## src/rtl/cslx_pkg.sv

```systemverilog
// Shared types, kind codes and character classes for the C subset lexer.
// No dependencies; imported by c_subset_lexer.
`default_nettype none
package cslx_pkg;

	localparam int POSITION_BITS_DEF = 16;
	localparam int PREFIX_LEN        = 6;
	localparam logic [15:0] OUT_MAX  = 16'hFFFF;

	typedef logic [4:0] kind_t;

	localparam kind_t KIND_IDENT  = 5'd0;
	localparam kind_t KIND_NUMBER = 5'd1;
	localparam kind_t KIND_INT    = 5'd2;
	localparam kind_t KIND_FLOAT  = 5'd3;
	localparam kind_t KIND_IF     = 5'd4;
	localparam kind_t KIND_ELSE   = 5'd5;
	localparam kind_t KIND_WHILE  = 5'd6;
	localparam kind_t KIND_FOR    = 5'd7;
	localparam kind_t KIND_RETURN = 5'd8;
	localparam kind_t KIND_VOID   = 5'd9;
	localparam kind_t KIND_PLUS   = 5'd10;
	localparam kind_t KIND_MINUS  = 5'd11;
	localparam kind_t KIND_STAR   = 5'd12;
	localparam kind_t KIND_SLASH  = 5'd13;
	localparam kind_t KIND_ASSIGN = 5'd14;
	localparam kind_t KIND_EQUAL  = 5'd15;
	localparam kind_t KIND_LPAREN = 5'd16;
	localparam kind_t KIND_RPAREN = 5'd17;
	localparam kind_t KIND_LBRACE = 5'd18;
	localparam kind_t KIND_RBRACE = 5'd19;
	localparam kind_t KIND_SEMI   = 5'd20;
	localparam kind_t KIND_COMMA  = 5'd21;

	typedef enum logic [1:0] {
		MODE_IDLE   = 2'd0,
		MODE_IDENT  = 2'd1,
		MODE_NUMBER = 2'd2,
		MODE_EQWAIT = 2'd3
	} mode_t;

	// byte 0 of the identifier sits in the most significant byte
	typedef logic [0:PREFIX_LEN-1][7:0] prefix_t;

	typedef struct packed {
		kind_t       kind;
		logic [15:0] start;
		logic [15:0] length;
		logic        last;
	} tok_t;

	function automatic logic is_letter(input logic [7:0] c);
		return (c >= "a" && c <= "z") || (c >= "A" && c <= "Z");
	endfunction

	function automatic logic is_digit(input logic [7:0] c);
		return c >= "0" && c <= "9";
	endfunction

	function automatic logic is_ident_start(input logic [7:0] c);
		return is_letter(c) || c == "_";
	endfunction

	function automatic logic is_ident_char(input logic [7:0] c);
		return is_ident_start(c) || is_digit(c);
	endfunction

	// KIND_IDENT here means not a single-byte operator
	function automatic kind_t single_kind(input logic [7:0] c);
		kind_t k;
		case (c)
			"+": k = KIND_PLUS;
			"-": k = KIND_MINUS;
			"*": k = KIND_STAR;
			"/": k = KIND_SLASH;
			"(": k = KIND_LPAREN;
			")": k = KIND_RPAREN;
			"{": k = KIND_LBRACE;
			"}": k = KIND_RBRACE;
			";": k = KIND_SEMI;
			",": k = KIND_COMMA;
			default: k = KIND_IDENT;
		endcase
		return k;
	endfunction

	// short: identifier is at most six bytes; len3 holds its length then
	function automatic kind_t ident_kind(input logic short, input logic [2:0] len3,
			input prefix_t p);
		kind_t k;
		k = KIND_IDENT;
		if (short) begin
			if (len3 == 3'd3 && p == {"int", 24'd0})         k = KIND_INT;
			else if (len3 == 3'd5 && p == {"float", 8'd0})   k = KIND_FLOAT;
			else if (len3 == 3'd2 && p == {"if", 32'd0})     k = KIND_IF;
			else if (len3 == 3'd4 && p == {"else", 16'd0})   k = KIND_ELSE;
			else if (len3 == 3'd5 && p == {"while", 8'd0})   k = KIND_WHILE;
			else if (len3 == 3'd3 && p == {"for", 24'd0})    k = KIND_FOR;
			else if (len3 == 3'd6 && p == "return")          k = KIND_RETURN;
			else if (len3 == 3'd4 && p == {"void", 16'd0})   k = KIND_VOID;
		end
		return k;
	endfunction

endpackage
`default_nettype wire

```

## src/rtl/c_subset_lexer.sv

```systemverilog
// A byte is registered at accept and its tokens are written to the output queue once the queue
// has room for them; the queue offers the first of them at once.
// Throughput: one byte per cycle while the queue holds at most two tokens; tokens leave one at a
// time through the single result port behind the four-entry token queue.
// Reset clears scan mode, offsets, prefix and the queue.
// Top level of the C subset lexer; depends on cslx_pkg.
`default_nettype none
module c_subset_lexer #(
	parameter int POSITION_BITS = cslx_pkg::POSITION_BITS_DEF
) (
	input  wire logic                clk,
	input  wire logic                arst_n,
	input  wire logic                in_valid,
	output logic                     in_ready,
	input  wire logic [7:0]          char_byte,
	input  wire logic                end_of_source,
	output logic                     out_valid,
	input  wire logic                out_ready,
	output cslx_pkg::kind_t          token_kind,
	output logic [15:0]              token_start,
	output logic [15:0]              token_length,
	output logic                     last_of_run
);
	import cslx_pkg::*;

	localparam int P  = POSITION_BITS;
	localparam int CW = (P > 16) ? P : 16;

	function automatic logic [15:0] clamp16(input logic [P-1:0] v);
		logic [CW-1:0] w;
		w = CW'(v);
		if (w > CW'(OUT_MAX)) return OUT_MAX;
		else return w[15:0];
	endfunction

	// input register
	logic       valid_s1;
	logic [7:0] char_s1;
	logic       eos_s1;

	// scan state
	mode_t          mode_q, mode_d;
	logic [P-1:0]   offset_q, offset_d;
	logic [P-1:0]   pstart_q, pstart_d;
	logic [P-1:0]   plen_q, plen_d;
	prefix_t        prefix_q, prefix_d;

	// token queue
	tok_t       fifo_q [4];
	logic [1:0] wr_q, rd_q;
	logic [2:0] cnt_q;

	logic room, fire, pop;
	assign room     = cnt_q <= 3'd2;
	assign fire     = valid_s1 && room;
	assign in_ready = !valid_s1 || room;
	assign pop      = out_valid && out_ready;

	always_ff @(posedge clk or negedge arst_n) begin
		if (!arst_n) begin
			valid_s1 <= 1'b0;
		end else if (in_ready) begin
			valid_s1 <= in_valid;
		end
	end

	always_ff @(posedge clk) begin
		if (in_valid && in_ready) begin
			char_s1 <= char_byte;
			eos_s1  <= end_of_source;
		end
	end

	// next state and the first two token candidates
	logic  emit_a, emit_b;
	kind_t kind_a, kind_b;
	logic [P-1:0] start_a;
	logic [15:0]  len_a;
	logic  consumed;
	mode_t mode_m;
	logic [2:0] idx;

	assign idx = plen_q[2:0];

	always_comb begin
		mode_m   = mode_q;
		pstart_d = pstart_q;
		plen_d   = plen_q;
		prefix_d = prefix_q;
		emit_a   = 1'b0;
		kind_a   = KIND_IDENT;
		start_a  = pstart_q;
		len_a    = clamp16(plen_q);
		emit_b   = 1'b0;
		kind_b   = single_kind(char_s1);
		consumed = 1'b0;

		if (mode_q == MODE_IDENT && is_ident_char(char_s1)) begin
			if (plen_q < P'(PREFIX_LEN)) prefix_d[idx] = char_s1;
			if (plen_q != '1) plen_d = plen_q + 1'b1;
			consumed = 1'b1;
		end else if (mode_q == MODE_NUMBER && is_digit(char_s1)) begin
			if (plen_q != '1) plen_d = plen_q + 1'b1;
			consumed = 1'b1;
		end else if (mode_q == MODE_EQWAIT && char_s1 == "=") begin
			emit_a   = 1'b1;
			kind_a   = KIND_EQUAL;
			len_a    = 16'd2;
			mode_m   = MODE_IDLE;
			consumed = 1'b1;
		end else begin
			// flush the pending token
			case (mode_q)
				MODE_IDENT: begin
					emit_a = 1'b1;
					kind_a = ident_kind(plen_q <= P'(PREFIX_LEN), idx, prefix_q);
				end
				MODE_NUMBER: begin
					emit_a = 1'b1;
					kind_a = KIND_NUMBER;
				end
				MODE_EQWAIT: begin
					emit_a = 1'b1;
					kind_a = KIND_ASSIGN;
				end
				default: emit_a = 1'b0;
			endcase
			mode_m = MODE_IDLE;
		end

		if (!consumed) begin
			if (is_ident_start(char_s1) || is_digit(char_s1) || char_s1 == "=") begin
				if (is_ident_start(char_s1))  mode_m = MODE_IDENT;
				else if (is_digit(char_s1))   mode_m = MODE_NUMBER;
				else                          mode_m = MODE_EQWAIT;
				pstart_d    = offset_q;
				plen_d      = P'(1);
				prefix_d    = '0;
				prefix_d[0] = char_s1;
			end else if (kind_b != KIND_IDENT) begin
				emit_b = 1'b1;
			end
		end

		offset_d = (offset_q != '1) ? offset_q + 1'b1 : offset_q;
		mode_d   = mode_m;
		if (eos_s1) begin
			mode_d   = MODE_IDLE;
			offset_d = '0;
		end
	end

	// end-of-source flush and ordering of the tokens
	logic  emit_c;
	kind_t kind_c;
	tok_t  tok_a, tok_b, tok_c, r0, r1;
	logic [1:0] push_n;

	always_comb begin
		emit_c = 1'b0;
		kind_c = KIND_IDENT;
		if (eos_s1) begin
			case (mode_m)
				MODE_IDENT: begin
					emit_c = 1'b1;
					kind_c = ident_kind(plen_d <= P'(PREFIX_LEN), plen_d[2:0], prefix_d);
				end
				MODE_NUMBER: begin
					emit_c = 1'b1;
					kind_c = KIND_NUMBER;
				end
				MODE_EQWAIT: begin
					emit_c = 1'b1;
					kind_c = KIND_ASSIGN;
				end
				default: emit_c = 1'b0;
			endcase
		end

		tok_a = '{kind: kind_a, start: clamp16(start_a), length: len_a, last: 1'b0};
		tok_b = '{kind: kind_b, start: clamp16(offset_q), length: 16'd1, last: 1'b0};
		tok_c = '{kind: kind_c, start: clamp16(pstart_d), length: clamp16(plen_d),
			last: 1'b0};

		r1 = tok_c;
		if (emit_a) begin
			r0 = tok_a;
			r1 = emit_b ? tok_b : tok_c;
		end else if (emit_b) begin
			r0 = tok_b;
		end else begin
			r0 = tok_c;
		end
		push_n = 2'(emit_a) + 2'(emit_b) + 2'(emit_c);
		r0.last = (push_n == 2'd1);
		r1.last = 1'b1;
		if (!fire) push_n = 2'd0;
	end

	always_ff @(posedge clk or negedge arst_n) begin
		if (!arst_n) begin
			mode_q   <= MODE_IDLE;
			offset_q <= '0;
			pstart_q <= '0;
			plen_q   <= '0;
			prefix_q <= '0;
		end else if (fire) begin
			mode_q   <= mode_d;
			offset_q <= offset_d;
			pstart_q <= pstart_d;
			plen_q   <= plen_d;
			prefix_q <= prefix_d;
		end
	end

	always_ff @(posedge clk or negedge arst_n) begin
		if (!arst_n) begin
			wr_q  <= '0;
			rd_q  <= '0;
			cnt_q <= '0;
		end else begin
			wr_q  <= wr_q + push_n;
			rd_q  <= rd_q + 2'(pop);
			cnt_q <= cnt_q + 3'(push_n) - 3'(pop);
		end
	end

	always_ff @(posedge clk) begin
		if (push_n != 2'd0) fifo_q[wr_q] <= r0;
		if (push_n == 2'd2) fifo_q[wr_q + 2'd1] <= r1;
	end

	assign out_valid    = cnt_q != 3'd0;
	assign token_kind   = fifo_q[rd_q].kind;
	assign token_start  = fifo_q[rd_q].start;
	assign token_length = fifo_q[rd_q].length;
	assign last_of_run  = fifo_q[rd_q].last;

endmodule
`default_nettype wire
```

## config.mk

```make
export PLATFORM = sky130hd
export DESIGN_NAME = c_subset_lexer
export DESIGN_NICKNAME = d
export VERILOG_FILES = /design/src/rtl/cslx_pkg.sv /design/src/rtl/c_subset_lexer.sv
export SDC_FILE = /design/constraint.sdc
export NUM_CORES = 1
export LEC_CHECK = 0
export BUFFER_PORTS_ARGS = -buffer_cell sky130_fd_sc_hd__buf_2
export CAP_MARGIN = 25
export CORE_MARGIN = 5
export CORE_UTILIZATION = 39
export CTS_CLUSTER_DIAMETER = 120
export DETAILED_ROUTE_END_ITERATION = 12
export GPL_TIMING_DRIVEN = 0
export PLACE_DENSITY = 0.61
export SLEW_MARGIN = 20
export SYNTH_ARGS = -nofsm -noshare
export SYNTH_HDL_FRONTEND = slang
export SYNTH_SLANG_ARGS = --single-unit
```

## constraint.sdc

```tcl
create_clock -name clk -period 7.3 [get_ports clk]
set_clock_uncertainty 0.05 [all_clocks]
set_input_delay 1.095 -clock clk [delete_from_list [all_inputs] [get_ports clk]]
set_output_delay 1.095 -clock clk [all_outputs]
set_load 0.02 [all_outputs]
```

# Word-level counts from Yosys, hierarchy flattened
# Memory sizes are Yosys's and may differ from the RTL's.
# Index checks and enable logic that the tools add are counted.
[word_totals]
n_memories = 1
in_bits = 13
output_inout_bits = 40
word_cells = 207
register_bits = 115
mem_bits_rw = 152
[classes]
mux = 76
n_addsub = 9
eq_ne = 48
order_cmp = 17
n_bitwise = 1
reduce_logical = 39
[mem_list]
columns = ["memory", "words", "word_bits", "read_ports", "rd_clocked_by_memory_dff", "write_ports", "line", "text"]
rows = [
  ["fifo_q", 4, 38, 1, 0, 2, "c_subset_lexer.sv:49", "tok_t fifo_q [4];"],
]
[ops]
columns = ["cell", "n"]
rows = [
  ["48-bit by 47-bit == test with 1-bit output (second input constant)", 16],
  ["16-bit 2-to-1 mux", 17],
  ["48-bit 2-to-1 mux", 4],
  ["38-bit 2-to-1 mux", 3],
  ["4-bit 2-to-1 mux", 22],
  ["16-bit greater-than comparator (second input constant)", 5],
  ["8-bit by 6-bit == test with 1-bit output (second input constant)", 9],
  ["5-bit one-hot mux with 10 select lines", 1],
  ["48-bit bitwise mux", 1],
  ["16-bit by 1-bit adder with 16-bit output (second input constant)", 2],
  ["16-bit by 3-bit less-or-equal comparator with 1-bit output (second input constant)", 2],
  ["16-bit inequality test (second input constant)", 2],
  ["1-bit logical AND", 26],
  ["8-bit demux with 3-bit select", 1],
  ["8-bit by 7-bit == test with 1-bit output (second input constant)", 3],
  ["4-bit one-hot mux with 3 select lines", 2],
  ["3-bit == test (second input constant)", 6],
  ["1-bit 2-to-1 mux", 17],
  ["8-bit by 7-bit >= comparator with 1-bit output (second input constant)", 2],
  ["8-bit by 7-bit less-or-equal comparator with 1-bit output (second input constant)", 2],
  ["16-bit by 3-bit < comparator with 1-bit output (second input constant)", 1],
  ["2-bit 2-to-1 mux", 7],
  ["3-bit by 2-bit == test with 1-bit output (second input constant)", 4],
  ["2-bit == test (second input constant)", 5],
  ["21 further kinds", 30],
]

# Depth between registers and ports, before layout
# Gate-level depths: netlist of the first run.
[logic_depth]
ltp_word = 25
depth_mapped = 18
mapped_depth_nobuf = 15

# Worst setup path before layout of the first run
# OpenSTA, ideal clock, no wires.
[synth_path]
path_type = "reg2reg"
startpoint = "register char_s1[0]"
endpoint = "memory fifo_q[1][17] in the netlist's numbering (data pin)"
setup_ns = 0.132
t_required_ns = 7.118
path_slack_ns = 2.224
path_stages_with_launch = 17
period_less_slack_ns = 5.076
arrival_ns = 4.894
path_buffers = 4
cell_sequence = "edfxtp_1 buf_2 or2_2 nor3_2 nor3_1 nand3b_1 and2_1 inv_1 buf_1 fa_1 clkbuf_1 or4_1 nand2_1 a22oi_1 o22ai_1 clkbuf_1 a22o_1"
[synth_rtl]
columns = ["element", "line", "text"]
rows = [
  ["from (decl)", "c_subset_lexer.sv:38", "logic [7:0] char_s1;"],
  ["from (signal assigned)", "c_subset_lexer.sv:69", "char_s1 <= char_byte;"],
  ["to (decl)", "c_subset_lexer.sv:49", ""],
]

==> results.toml, run 1 <==
[status]
status = "completed"

[timing]
tightest_slew_ns = 1.03
setup-violations-final = 0
rsz0062_at_grt = "no"
drv_slew = 0
hold_viol_final = 0
fin_setup_tns_ns = 0
finalCriticalPeriod_ns = 6.54
period_share = 0.895
clock.fmax_ghz = 0.153
relSlewSlack = 0.316

[cells_and_area]
multi_input_area_um2 = 7210
stdcell_count = 2051
syn2layout_area_growth_pct = 13.2
drive_above_1_share = 0.135
final_util = 0.444
fin_area_um2 = 17100
n_antenna_cell = 0
fin_nets = 1537
seq_area_um2 = 7450
nFillCells = 3696

[logic_synthesis]
ys.flop_type = "edfxtp_1"
synth_compound_area_frac = 0.194
yosys_warnings = 0
syn_nets = 1451
synth_cells = 1425
synth_simple_gate_area_frac = 0.179
yosys-top-cells-area = "edfxtp_1 (31%), dfrtp_1 (18%), mux4_2 (5.7%)"
synth.top_cells.by_count = "edfxtp_1 (157), nand2_1 (141), dfrtp_1 (106)"
synth_edf_count = 157
synthArstFlopShare = 0.397
yosysTopAreaCell = "edfxtp_1"
synth_fa_ha_area_frac = 0.0117
synth_xor_area_frac = 0.0110
synth_cell_type_count = 90
synth_top_family_by_area = "compound AO/OA/AOI/OAI gates"
yosysMostFrequentCell = "edfxtp_1"
muxShareOfSynthArea = 0.0783
synth-seq-cells = 267
yosysSeqAreaShare = 0.492
synth_area_um2 = 15100
synth_top_area_frac = 0.312
synth.avg_cell_area_um2 = 10.6

[routing]
via_per_inst = 6.27
post_drt_wl_per_cell_um = 25.4
vias = 12861
remaining_drc_errors = 0
ant_nets = 0
wl_um = 52100
drt_iter0_markers = 1323
drt_pass1_iterations = 6

[placement]
placed_area_um2 = 16100
place_congestion = 0.981
dp.cells = 1996
dpl.hpwl_um = 38000
port_buffers = 52

[clocking]
clk_pin_slew_ns = 0.06
numCtsBuffers = 29
cts_tree = "built"
postCtsSetupBuffers = 0
clock_sinks = 267
ctsResizeCount = 0
insertion_delay_ns = 0.57
cts_buffer_depth = 3
clockRootBuffer = "clkbuf_16"
cts_hold_buf = 0
cts_max_level = 1

[global_route]
track_usage = 0.241
grt_remaining_overflow = 0
grt_pass1_wl_um = 79300
antenna_found_initial = 0
grt_pass1_vias = 12373
grt_max_degree = 67

[die]
dieArea_um2 = 42800
die_w_um = 207
die_y_um = 207
core_area_um2 = 38600
rows = 72
ioPinCount = 53
start_util = 0.392

[critical_path]
critPathLaunchType = "flip-flop"
arrival_ns = 6.92
critPathMaxFanout = 39
critPathKind = "reg -> reg"
cp.required_ns = 7.68
rr_worst_depth = 14
rr_endpoint = "fifo_q[1][31]"
r2r_slack_ns = 0.76
r2r_start = "char_s1[5]"
cp-end-kind = "flip-flop"

[hold_path]
hold_path.class = "in -> async"

[power_and_ir_drop]
powerDensity_nw_per_um2 = 330
p_leak_nw = 5.91
p_total_mw = 5.65
ir_worst_vdd_v = 0.000276

[flow_run]
maxCapViolCount = 0
[through the flow]
| step | setup slack [ns] | hold slack (ns) |
|---|---|---|
| floorplan | 2.22 | 0.381 |
| global placement | -0.0794 | 0.393 |
| detailed placement | 0.900 | 0.411 |
| CTS | 0.881 | 0.380 |
| global route | 0.489 | 0.405 |
| finish | 0.763 | 0.385 |
[layer usage]
layer / part of all wire / track usage / up-vias
li1: - / - / 5750
met1: 0.44 / 0.352 / 6416
met2: 0.46 / 0.381 / 587
met3: 0.068 / 0.0262 / 108
met4: 0.030 / 0.0755 / 0
met5: 0 / 0 / -
[state kept, by name, summed over array words and instances (netlist names)]
name,cells
fifo_q,152
eos_s1,1
plen_q,16
char_s1,8
prefix_q,48
wr_q,2
pstart_q,16
valid_s1,1
mode_q,2
rd_q,2
offset_q,16
cnt_q,3
[how the worst max path moves through the flow]
stage | startpoint | endpoint | slack, ns | cells after the start
after floorplan | char_s1[0] | fifo_q[1][17] | 2.22 | 16
after global placement | char_s1[5] | fifo_q[1][29] | -0.08 | 14
after detailed placement | char_s1[5] | fifo_q[1][29] | 0.90 | 14
after CTS | char_s1[6] | fifo_q[0][29] | 0.88 | 16
after global routing | char_s1[6] | fifo_q[0][29] | 0.49 | 16
final | char_s1[5] | fifo_q[1][31] | 0.76 | 14
[report_power, final]
group / total (mW) / internal [mW] / switching (mW)
Clock: 1.53 / 0.919 / 0.615
Sequential: 1.95 / 1.82 / 0.128
Combinational: 2.16 / 0.674 / 1.49
[cells in the final DEF, fill, tap and decap left out, drive strengths merged, types with 8 or more instances in the layout]
master,synthesis,final
a21o,8,8
a21oi,49,49
a22o,97,97
a22oi,33,33
a31oi,9,9
and2,20,20
and3,17,17
and4,8,8
buf,23,78
clkbuf,82,119
clkinv,1,10
dfrtp,106,106
edfxtp,157,157
ha,11,11
inv,19,20
mux2,23,23
mux4,38,38
nand2,143,143
nand2b,23,23
nand3,38,38
nand4,26,26
nor2,90,90
nor2b,13,13
nor3,42,42
nor4,31,31
o211ai,9,9
o21ai,75,75
o22ai,86,86
or2,8,8
or3,17,17
or4,10,10
xnor2,8,8
xor2,11,11
[cells by family after synthesis]
logic type / Yosys count
flops: 267
fa+ha+maj: 13
xor+xnor: 19
mux: 68
compound gates: 419
simple gates: 514
buf+inv: 125
[worst max-delay path: stages (launching register included)]
cell and delay [ns]:
edfxtp_1 0.43, clkbuf_1 0.63, nor4b_1 0.78, nand3_1 0.37, and2_1 0.27, clkbuf_1 0.17, clkinv_1 0.20, fa_1 0.44
clkbuf_1 0.21, or4_1 0.64, nand2_4 0.53, a22oi_1 0.14, o22ai_1 0.71, clkbuf_1 0.57, a22o_1 0.25
[cell type report]
type,count,share of cell area
plain buffers,105,0.0254
clock buffers,37,0.0447
clock inverters,16,0.0129
inverters,20,0.00438
multi-input cells,1033,0.421
flip-flops and latches,267,0.435
well taps,518,0.0379
repair buffers,55,0.0187
No activity file was read; power rests on OpenSTA's default activity.
==> run 2: changes to the inputs <==
--- a/config.mk
+++ b/config.mk
@@ -8,11 +8,11 @@
 export BUFFER_PORTS_ARGS = -buffer_cell sky130_fd_sc_hd__buf_2
 export CAP_MARGIN = 25
 export CORE_MARGIN = 5
-export CORE_UTILIZATION = 39
+export CORE_UTILIZATION = 37
 export CTS_CLUSTER_DIAMETER = 120
 export DETAILED_ROUTE_END_ITERATION = 12
 export GPL_TIMING_DRIVEN = 0
-export PLACE_DENSITY = 0.61
+export PLACE_DENSITY = 0.59
 export SLEW_MARGIN = 20
 export SYNTH_ARGS = -nofsm -noshare
 export SYNTH_HDL_FRONTEND = slang
==> run 2 against run 1 <==
Via count decreased by 1.2%. Clock power about the same. Die area increased by 5.1%. Combinational power about the same. Wire length decreased by 0.73%. Sequential power about the same. Power increased by 0.18%. Design area increased by 0.38%. Largest cell class unchanged. Highest routed layer unchanged.
==> results.toml, run 2 (synthesized netlist as in run 1, its figures left out) <==
[cells_and_area]
multi_input_area_um2 = 7220
drive_above_1_share = 0.137
final_util = 0.423
top_regs = "fifo_q x152, prefix_q x48"
seq_area_um2 = 7450
fin_nets = 1540
fin_area_um2 = 17200
n_antenna_cell = 0
regMostFlops = "fifo_q"
final_common_cell = "edfxtp_1"
nFillCells = 3912
largest_reg_flops = 152
final_cell_mix = "edfxtp_1 (157), nand2_1 (137), dfrtp_1 (106)"
syn2layout_area_growth_pct = 13.6

[critical_path]
rr_worst_depth = 14
rr_endpoint = "fifo_q[1][31]"
critPathKind = "reg -> reg"
cp.required_ns = 7.70
crit_path_top_delay_cell = "nor4b_1"
critPathLaunchType = "flip-flop"
arrival_ns = 6.95
critPathMaxFanout = 39
r2r_start = "char_s1[5]"
cpMostUsedCell = "clkbuf_1"
max_stage_delay_ns = 0.76
r2r_slack_ns = 0.74
crit_chain = "clkbuf_1 -> nor4b_1 -> nand3_1 -> and2_1 -> clkbuf_1 -> clkinv_1 -> fa_1 -> clkbuf_1 -> or4_1 -> nand2_4 -> a22oi_1 -> o22ai_1 -> clkbuf_1 -> a22o_1"
cp-end-kind = "flip-flop"

[routing]
via_per_inst = 6.14
drt_pass1_iterations = 5
drt_iter0_markers = 1268
remaining_drc_errors = 0
vias = 12710
ant_nets = 0
post_drt_wl_per_cell_um = 25.0
wl_um = 51700

[timing]
period_share = 0.898
setup_slack_ns = 0.743
finalCriticalPeriod_ns = 6.56
setup-violations-final = 0
rsz0062_at_grt = "no"
hold_viol_final = 0
relSlewSlack = 0.323
fin_setup_tns_ns = 0
hold_ws_ns = 0.393
clock.fmax_ghz = 0.153
tightest_slew_ns = 1.02
drv_slew = 0

[clocking]
numCtsBuffers = 30
clock_sinks = 267
cts_tree = "built"
insertion_delay_ns = 0.59
ctsResizeCount = 0
cts_buffer_depth = 3
clk_pin_slew_ns = 0.06
cts_max_level = 1
postCtsSetupBuffers = 0
clockRootBuffer = "clkbuf_16"
cts_hold_buf = 0

[hold_path]
hold_path.class = "in -> async"

[placement]
dpl.hpwl_um = 37400
port_buffers = 52
dp_slack_ns = 0.875
place_congestion = 0.978
placed_area_um2 = 16100

[power_and_ir_drop]
p_seq_frac = 0.344
p_comb_frac = 0.381
p_clk_frac = 0.275
p_sw_frac = 0.394
powerDensity_nw_per_um2 = 329
p_leak_nw = 5.94
power.internal_mw = 3.43
ir_worst_vdd_v = 0.000206
power_switching_mw = 2.23

[global_route]
grt_max_degree = 59
antenna_found_initial = 0
grt_pass1_wl_um = 78400
grt_remaining_overflow = 0
grt_pass1_vias = 12399
track_usage = 0.226

[flow_run]
maxCapViolCount = 0

[die]
rows = 74
dieArea_um2 = 45000
core_area_um2 = 40600
die_y_um = 212
ioPinCount = 53
start_util = 0.372
die_w_um = 212

[status]
status = "completed"
## run 2: cell count changes in the layout (fill, tap and decap cells not counted), sizes merged
cell and change:
bufinv -1, clkinv +1, clkinvlp -1, buf +1
clkbuf +6, inv -1
## run 2: per-layer routing
layer	routed length (um)	up-vias	GRT usage
met5	0	-	0
met4	1480	0	0.0552
met3	3870	94	0.0348
met2	23600	557	0.361
met1	22700	6297	0.326
li1	-	5762	-
## run 2: layout make-up
type,count,share of cell area
Buffer,105,0.0253
Clock buffer,42,0.0480
Tap cell,532,0.0387
Inverter,20,0.00437
Sequential cell,267,0.433
Clock inverter,14,0.0110
Timing Repair Buffer,57,0.0194
Multi-Input combinational cell,1033,0.420
## run 2: how the worst max path moves through the flow
| stage | startpoint | to | slack, ns | cells past startpoint |
|---|---|---|---|---|
| 3_3_place_gp | char_s1[5] | fifo_q[1][31] | -0.14 | 14 |
| 5_1_grt | char_s1[5] | fifo_q[1][31] | 0.44 | 14 |
| 2_1_floorplan | char_s1[0] | fifo_q[1][17] | 2.22 | 16 |
| 3_5_place_dp | char_s1[5] | fifo_q[1][27] | 0.88 | 14 |
| 6_report | char_s1[5] | fifo_q[1][31] | 0.74 | 14 |
| 4_1_cts | char_s1[5] | fifo_q[1][31] | 0.82 | 14 |
## run 2: metrics by stage
stage | total power, mW | cells
2_1_floorplan | 3.33 | 1425
3_3_place_gp | 4.09 | 2009
3_5_place_dp | 4.11 | 2010
4_1_cts | 5.68 | 2066
5_1_grt | 5.94 | 2070
6_report | 5.66 | 2070
## run 2: power groups by stage
| stage | Sequential [mW] | Clock (mW) | Combinational (mW) |
|---|---|---|---|
| 6_report | 1.95 | 1.56 | 2.15 |
| 5_1_grt | 1.97 | 1.65 | 2.32 |
| 4_1_cts | 1.95 | 1.59 | 2.14 |
| 3_5_place_dp | 1.98 | 0 | 2.13 |
| 3_3_place_gp | 1.97 | 0 | 2.11 |
| 2_1_floorplan | 1.93 | 0 | 1.40 |
## run 2: critical path: cells and delay by family, from the launching register on
kind	cells	cell delay [ns]
buffers and inverters	5	1.78
flip-flops	1	0.41
AND/OR/NAND/NOR	5	2.56
AO/OA/AOI/OAI	3	1.12
adder cells (fa/ha/maj)	1	0.44
==> run 3: changes to the inputs <==
--- a/config.mk
+++ b/config.mk
@@ -12,7 +12,7 @@
 export CTS_CLUSTER_DIAMETER = 120
 export DETAILED_ROUTE_END_ITERATION = 12
 export GPL_TIMING_DRIVEN = 0
-export PLACE_DENSITY = 0.59
+export PLACE_DENSITY = 0.61
 export SLEW_MARGIN = 20
 export SYNTH_ARGS = -nofsm -noshare
 export SYNTH_HDL_FRONTEND = slang
==> constraint.sdc (replaced) <==
create_clock -name clk -period 5.7 [get_ports clk]
set_clock_uncertainty 0.05 [all_clocks]
set_input_delay 0.855 -clock clk [delete_from_list [all_inputs] [get_ports clk]]
set_output_delay 0.855 -clock clk [all_outputs]
set_load 0.02 [all_outputs]
==> run 3 against run 2 <==
Power grew 26%. Via count grew 0.46%. Flip-flop and latch count is the same. Clock power grew 15%. Maximum frequency grew 20%. Design area grew 0.15%. Cell count is essentially flat. Sequential share of layout area shrank 0.066 points. Global-route usage grew 0.054 points. First-iteration DRC count shrank 2.9%. Highest routed layer is now met5.
==> results.toml, run 3 (synthesized netlist as in run 1, its figures left out) <==
[cells_and_area]
final_cell_mix = "edfxtp_1 (157), nand2_1 (137), dfrtp_1 (106)"
syn2layout_area_growth_pct = 13.8
final_common_cell = "edfxtp_1"
largest_reg_flops = 152
n_antenna_cell = 0
stdcell_count = 2071
regMostFlops = "fifo_q"
fin_nets = 1541
fin_area_um2 = 17200
top_regs = "fifo_q x152, prefix_q x48"
drive_above_1_share = 0.147

[critical_path]
critPathMaxFanout = 39
critPathLaunchType = "flip-flop"
cp-end-kind = "flip-flop"
critPathKind = "reg -> reg"
arrival_ns = 5.74
rr_worst_depth = 15
cp.required_ns = 5.98

[placement]
dp.cells = 2012
place_congestion = 1.02
port_buffers = 52
placed_area_um2 = 16100
dpl.hpwl_um = 37700

[die]
dieArea_um2 = 45000
rows = 74
start_util = 0.372
core_area_um2 = 40600
die_y_um = 212
ioPinCount = 53
die_w_um = 212

[clocking]
insertion_delay_ns = 0.58
clk_pin_slew_ns = 0.06
numCtsBuffers = 30
cts_max_level = 1
cts_buffer_depth = 3
clock_sinks = 267
cts_tree = "built"
clockRootBuffer = "clkbuf_16"
postCtsSetupBuffers = 0

[flow_run]
maxCapViolCount = 0

[timing]
relSlewSlack = 0.230
period_share = 0.959
tightest_slew_ns = 1.14
finalCriticalPeriod_ns = 5.47
clock.fmax_ghz = 0.183
hold_viol_final = 0
setup-violations-final = 0
drv_slew = 0
rsz0062_at_grt = "no"

[power_and_ir_drop]
power.internal_mw = 4.24
p_sw_frac = 0.404
p_seq_frac = 0.350
ir_worst_vdd_v = 0.000275
p_clk_frac = 0.253
powerDensity_nw_per_um2 = 414
p_leak_nw = 5.94
power_switching_mw = 2.88
p_comb_frac = 0.396

[routing]
ant_nets = 0
wl_um = 52000
remaining_drc_errors = 0
via_per_inst = 6.17
vias = 12769
drt_iter0_markers = 1231
drt_pass1_iterations = 5
post_drt_wl_per_cell_um = 25.1

[global_route]
grt_max_degree = 67
track_usage = 0.226
antenna_found_initial = 1
grt_pass1_wl_um = 78600
grt_remaining_overflow = 0
grt_pass1_vias = 12553

[status]
status = "completed"

[hold_path]
hold_path.class = "in -> async"
==> run 3: changes by cell type in the layout (fill, tap and decap cells not counted), sizes merged <==
| cell | before | now |
|---|---|---|
| clkinvlp | 0 | 1 |
| bufinv | 4 | 0 |
| inv | 19 | 20 |
| clkinv | 11 | 7 |
| nand2 | 143 | 144 |
| clkbuf | 125 | 131 |
==> run 3: timing repair <==
| action | 4_1_cts | 5_1_grt |
|---|---|---|
| pin swaps | 0 | 1 |
| setup endpoints to repair | 64 | 60 |
| endpoints found under the hold margin | 0 | 0 |
| hold buffers | 0 | 0 |
| gates resized for setup | 17 | 11 |
| cloned | 0 | 1 |
==> run 3: worst paths after layout <==
path	start	to	slack, ns
min in group clk	char_byte[2]	char_s1[2]	0.40
max	char_s1[1]	fifo_q[2][25]	0.23
max reg2reg	char_s1[1]	fifo_q[2][25]	0.23
min reg2reg	fifo_q[2][0]	fifo_q[2][0]	0.41
min	arst_n	prefix_q[0]	0.13
max in group asynchronous	arst_n	plen_q[11]	4.76
==> run 3: power by group through the flow <==
stage | clock, mW | combinational [mW] | sequential [mW]
6_report | 1.80 | 2.82 | 2.50
2_1_floorplan | 0 | 1.79 | 2.48
3_5_place_dp | 0 | 2.74 | 2.53
3_3_place_gp | 0 | 2.71 | 2.52
4_1_cts | 1.84 | 2.77 | 2.49
5_1_grt | 1.93 | 3.02 | 2.52
==> run 3: area by class of cell <==
type / count / area [um^2]
clock inverters: 8 / 68.8
fillers: 3917 / 23400
repair buffers: 58 / 338
inverters: 20 / 75.1
well taps: 532 / 666
clock buffers: 48 / 848
flip-flops and latches: 267 / 7450
plain buffers: 104 / 440
multi-input cells: 1034 / 7330
==> run 3: per-stage QoR <==
step           setup TNS, ns  utilization  hold WS (ns)  total power, mW  setup slack [ns]
6_report                   0        0.424         0.132             7.12             0.234
5_1_grt                    0        0.424         0.155             7.47            0.0331
4_1_cts                    0        0.421         0.128             7.10            0.0369
3_5_place_dp          -28.16        0.397         0.401             5.27            -0.723
3_3_place_gp         -156.76        0.395         0.393             5.23             -1.72
2_1_floorplan              0            -         0.381             4.26             0.624
==> run 3: critical path, cell delays in order (launching register included) <==
cell	delay, ns
edfxtp_1	0.44
and2_1	0.25
o2111a_1	0.40
nor3_1	0.53
nand3b_1	0.18
and2_1	0.16
inv_1	0.14
clkbuf_2	0.24
fa_1	0.67
o21ai_2	0.36
or2_1	0.35
nand2_8	0.31
a22oi_1	0.31
o22ai_2	0.23
clkbuf_2	0.34
a22o_1	0.25
==> run 3: routing by layer <==
metal,track usage,wire length (um),vias up
met5,0,13,-
met4,0.0711,1640,2
met3,0.0344,3660,114
met2,0.363,23900,547
met1,0.319,22700,6325
li1,-,-,5781
